==> src/rtl/pgs_pkg.sv <==
// Shared types, constants and the arctangent table of the pursuit guidance step unit.
`timescale 1ns / 1ps
package pgs_pkg;

    // Width of the CORDIC datapath, angle width.
    localparam int CW = 42;
    localparam int ZW = 32;

    localparam logic [31:0] HALF_TURN     = 32'h8000_0000;
    localparam logic [31:0] QUARTER_TURN  = 32'h4000_0000;
    localparam logic [31:0] THREE_QUARTER = 32'hC000_0000;
    localparam logic [63:0] TURN_TO_BAU   = 64'd2734261102;
    localparam logic signed [24:0] INV_GAIN = 25'sd10188014;

    // Configuration register indexes.
    localparam logic [1:0] CFG_TURN_RATE = 2'd0;
    localparam logic [1:0] CFG_BOUND_X   = 2'd1;
    localparam logic [1:0] CFG_BOUND_Y   = 2'd2;

    // Item context that travels alongside the arithmetic.
    typedef struct packed {
        logic signed [20:0] px;
        logic signed [20:0] py;
        logic signed [18:0] vx;
        logic signed [18:0] vy;
        logic [15:0]        dt;
        logic [20:0]        life;
        logic               alive;
    } t_ctx;

    function automatic logic [31:0] atan_bau(input int idx);
        logic [31:0] v;
        case (idx)
            0:  v = 32'd536870912;
            1:  v = 32'd316933406;
            2:  v = 32'd167458907;
            3:  v = 32'd85004756;
            4:  v = 32'd42667331;
            5:  v = 32'd21354465;
            6:  v = 32'd10679838;
            7:  v = 32'd5340245;
            8:  v = 32'd2670163;
            9:  v = 32'd1335087;
            10: v = 32'd667544;
            11: v = 32'd333772;
            12: v = 32'd166886;
            13: v = 32'd83443;
            14: v = 32'd41722;
            15: v = 32'd20861;
            16: v = 32'd10430;
            17: v = 32'd5215;
            18: v = 32'd2608;
            19: v = 32'd1304;
            20: v = 32'd652;
            21: v = 32'd326;
            22: v = 32'd163;
            23: v = 32'd81;
            default: v = 32'd0;
        endcase
        return v;
    endfunction

endpackage

==> src/rtl/pgs_cordic_iter.sv <==
// One CORDIC micro-rotation, shared by vectoring and rotation mode.
`timescale 1ns / 1ps
module pgs_cordic_iter #(
    parameter int IDX = 0
) (
    input  logic                         i_rot,
    input  logic signed [pgs_pkg::CW-1:0] i_x,
    input  logic signed [pgs_pkg::CW-1:0] i_y,
    input  logic [pgs_pkg::ZW-1:0]        i_z,
    output logic signed [pgs_pkg::CW-1:0] o_x,
    output logic signed [pgs_pkg::CW-1:0] o_y,
    output logic [pgs_pkg::ZW-1:0]        o_z
);
    import pgs_pkg::*;

    logic signed [CW-1:0] xs;
    logic signed [CW-1:0] ys;
    logic                 up;

    assign xs = i_x >>> IDX;
    assign ys = i_y >>> IDX;
    // Vectoring turns up when y is negative; rotation turns up while z is below a half turn.
    assign up = i_rot ? !i_z[ZW-1] : i_y[CW-1];

    always_comb begin
        if (up) begin
            o_x = i_x - ys;
            o_y = i_y + xs;
            o_z = i_z - atan_bau(IDX);
        end else begin
            o_x = i_x + ys;
            o_y = i_y - xs;
            o_z = i_z + atan_bau(IDX);
        end
    end

endmodule

==> config.mk <==
export PLATFORM = sky130hd
export DESIGN_NAME = pgs_cordic_iter
export DESIGN_NICKNAME = d
export VERILOG_FILES = /design/src/rtl/pgs_pkg.sv /design/src/rtl/pgs_cordic_iter.sv
export SDC_FILE = /design/constraint.sdc
export NUM_CORES = 1
export LEC_CHECK = 0
export ABC_AREA = 0
export ABC_CLOCK_PERIOD_IN_PS = 4600
export BUFFER_PORTS_ARGS = -buffer_cell sky130_fd_sc_hd__buf_2
export CAP_MARGIN = 20
export CORE_ASPECT_RATIO = 0.7
export CORE_UTILIZATION = 45
export DETAILED_ROUTE_END_ITERATION = 10
export PLACE_DENSITY = 0.79
export SYNTH_ARGS = -nofsm -noshare
export SYNTH_HDL_FRONTEND = slang
export SYNTH_SLANG_ARGS = --single-unit
==> constraint.sdc <==
create_clock -name vclk -period 4.6
set_input_delay 0.46 -clock vclk [all_inputs]
set_output_delay 0.46 -clock vclk [all_outputs]
set_load 0.03 [all_outputs]
## After elaboration in Yosys (flattened, before gate mapping)

Cells that the tools add are included.

- Bits of input ports: 117
- Flip-flop bits (word level): 0

- Multiplexer cells: 4
- Add/subtract/negate cells: 5
- Reduce and logical (&&, ||, !) cells: 1

Operator list:

| operator | number |
|---|---|
| $mux W42 | 2 |
| $sub A42 B42 Y42 | 2 |
| $add A42 B42 Y42 | 1 |
| $add A32 B30 Y32 const B | 1 |
| $mux W32 | 1 |
| $sub A32 B30 Y32 const B | 1 |
| $logic_not A1 Y1 | 1 |
| $mux W1 | 1 |

## Depth between registers and ports, before layout

- Depth in word-level cells: 3
- Gate-level depth with buffers: 13
- Gate-level depth less buffers: 13

## Worst setup path after synthesis

No wires, ideal clock.

- Kind: input -> output
- From: in i_x[0] (netlist name)
- To: out o_y[40] (netlist name)
- Setup slack: 877 ps
- Data arrival time: 3263 ps
- Data required time: 4140 ps
- Cell stages on the path: 11
- Buffers on the path: 0
- Cell sequence: ha_1 -> fa_1 -> a21oi_2 -> o221ai_2 -> a211oi_2 -> o211ai_2 -> a211o_1 -> a221oi_2 -> or3_1 -> o211ai_1 -> xnor2_1

- Cells in the longest elaborated chain, start to end: 2

Ends and longest elaborated chain:

| what | line | source |
|---|---|---|
| start, declared | pgs_cordic_iter.sv:7 | `input logic signed [pgs_pkg::CW-1:0] i_x,` |
| $sub A42 B42 Y42 or $add A42 B42 Y42 (tied branches) | pgs_cordic_iter.sv:32, pgs_cordic_iter.sv:28 |  |
| $mux W42 * | pgs_cordic_iter.sv:26 | `if (up) begin` |
| end, declared | pgs_cordic_iter.sv:11 | `output logic signed [pgs_pkg::CW-1:0] o_y,` |

Every way passes the cells marked *; elsewhere a longest branch is shown, timed or not.

## Final worst setup path

- From: in i_x[1] (netlist name)
- To: out o_y[33] (netlist name)

Same word-level chain as after synthesis.

==> run_results.csv <==
group,metric,value,unit
cells_and_area,nClkBuffers,0,
cells_and_area,syn_to_final_growth,11.6,%
yosys,yosysWarnings,0,
floorplan,dieWidth,158,um
timing,min_period_over_period,96.4,%
cells_and_area,multi_input_area,6740,sq um
yosys,synth_area,7670,sq um
floorplan,core_area,16500,sq um
timing,post-route-min-period,4.43,ns
global_route,antenna_found_initial,0,
cells_and_area,n_fill_cell,1759,
worst_setup_path,setup.worst_path.class,"input pin to primary output",
timing,slew_headroom,52.4,%
global_route,grtUsageTotal,31.9,%
route,routed-wl-met2,11200,um
route,drt_iter0_markers,1159,
yosys,synth_top_area_share,20.1,%
yosys,synth_nets,1443,
cts,cts-resized-gates,0,
route,route.detailed.drc,0,
worst_setup_path,arrival,3.97,ns
pwr,p_per_area,215,nW/um^2
placement,dp_hpwl,24100,um
placement,dp_slack,0.381,ns
worst_setup_path,worstSetupEndpointType,"primary output",
cells_and_area,diodes,0,
floorplan,io_pins,233,
placement,io_buffer_count,175,
route,wl_met3,4030,um
floorplan,fp.dieH,111,um
global_route,grt_pass1_vias,8559,
yosys,synth_top_area_cell,"ha_1",
route,wl_per_cell,18.7,um
pwr,fin_total_pwr,1.84,mW
global_route,grt_max_degree,39,
floorplan,start_util,46.5,%
route,routed_wl,28800,um
floorplan,dieArea,17600,sq um
cells_and_area,fin_nets,1559,
timing,hold_viol_final,0,
worst_setup_path,worstPathMaxFanout,5,
yosys,synth_area_leaders,"ha_1 (20%), a21oi_1 (12%), xnor2_1 (9.0%), nor2_1 (6.0%), inv_1 (5.9%)",
cells_and_area,seq_area,0,sq um
yosys,yosysSeqAreaShare,0,%
pwr,ir_drop,0.162,mV
yosys,synthCells,1199,
run,cap_viol_max_count,0,
timing,setup_viol,0,
cells_and_area,drive_above_1_share,17.1,%
cells_and_area,seq_cell_count,0,
cts,post_cts_buffers,0,
timing,fin_setup_tns,0,ns
route,topRoutingLayerUsed,"met4",
global_route,grt_pass1_wl,45100,um
timing,tightest_slew,0.707,ns
floorplan,num_rows,39,
pwr,leakage,4.21,nW
min_path,hold_depth,0,
route,ant_nets,0,
route,dr.pass1.iters,8,
cells_and_area,utilization,51.9,%
worst_setup_path,crit_required,4.14,ns
worst_setup_path,start_kind,"input pin",
route,routed_via_density,6.07,
run_status,status,"complete, no violations",
timing,drv_slew,0,
global_route,grt_overflow,0,
route,m1WireLength,13200,um
timing,max_freq,0.226,GHz
yosys,avgSynthCellArea,6.40,sq um
timing,rsz0062_at_grt,"false",
route,num_vias,9328,
min_path,hp-class,"input pin to primary output",
placement,gp_congestion,1.08,
cts,cts_hold_buf,0,
timing,fin_ws,0.166,ns
yosys,yosysUniqueCellTypes,75,
## per-layer routing
metal  GRT usage, %  vias up
met4           3.33        0
met3           6.41       31
li1               -     4407
met5              0        -
met2           44.8      649
met1           49.9     4241
## Yosys cell counts (4+ instances only)
cell type  number
and2_1          8
nand3_1        19
a31oi_1         7
nor3_1         27
o21a_1         10
o21ai_0        81
o31a_1          6
o31ai_1        13
ha_1          123
xnor2_1        79
clkinv_1        5
a311oi_1        4
clkbuf_1       26
nor2b_1         7
fa_1            4
a21oi_1       183
nand2b_1        7
buf_1           9
a2111oi_0       5
a221oi_1        5
nor4_1         10
o21ai_1         6
o2111ai_1       4
nand2_1        82
buf_2          19
xor2_1          4
mux2i_1        14
o21bai_1       28
nor2_1        122
o211ai_1       11
nand4_1        17
a21o_1         31
a211oi_1        8
buf_4          31
a21boi_0        5
o22ai_1         4
inv_1         121
## final cells by class
class / count / share of cell area (%)
multi-input combinational: 986 / 78.6
inverter: 128 / 5.61
tap: 225 / 3.29
timing repair buffer: 199 / 12.5
## final timing paths
kind / to / startpoint / slack, ns
setup / recovery: o_y[33] / i_x[1] / 0.17
hold / removal: o_z[19] / i_z[19] / 0.92
## report_power, final
group | leakage (nW) | internal (mW) | switching [mW]
Sequential | 0 | 0 | 0
Combinational | 4.21 | 0.584 | 1.26
Clock | 0 | 0 | 0
Total | 4.21 | 0.584 | 1.26
## stage by stage
| stage | instance area [sq um] | std cells | hold WS (ns) |
|---|---|---|---|
| final | 8570 | 1538 | 0.920 |
| after global routing | 8570 | 1538 | 0.920 |
| after CTS | 8570 | 1538 | 0.920 |
| after detailed placement | 8570 | 1538 | 0.920 |
| after global placement | 8570 | 1538 | 0.920 |
| after floorplan | 7670 | 1199 | 1.03 |
## cells by family after synthesis
group                    after synthesis  share of synthesized area (%)
buffers and inverters                213                           12.2
AO/OA/AOI/OAI                        441                           36.1
XOR/XNOR                              83                           9.47
multiplexers                          16                           2.12
adder cells (fa/ha/maj)              127                           21.1
AND/OR/NAND/NOR                      319                           19.0
## cells in the final DEF, fill, tap and decap left out, types with 10 or more instances in the layout
cell,instances
o211ai_1,11
a21oi_1,183
xnor2_1,79
mux2i_1,14
a21o_1,30
buf_2,175
nand3_1,19
ha_1,123
o21bai_1,28
inv_1,121
nand4_1,17
o21ai_0,81
o21a_1,10
o31ai_1,13
nor2_1,122
nand2_1,82
buf_4,23
nor4_1,10
nor3_1,27
## worst max-delay path, stage by stage
cell,delay [ns]
buf_2,0.15
inv_1,0.10
ha_1,0.32
and2b_1,0.23
o211ai_1,0.15
a311oi_1,0.52
a21o_1,0.32
a21oi_4,0.13
o41a_1,0.37
nor3_2,0.40
nor2_1,0.18
o22ai_1,0.28
xnor2_1,0.16
buf_2,0.22
No activity file was read; power rests on OpenSTA's default activity.
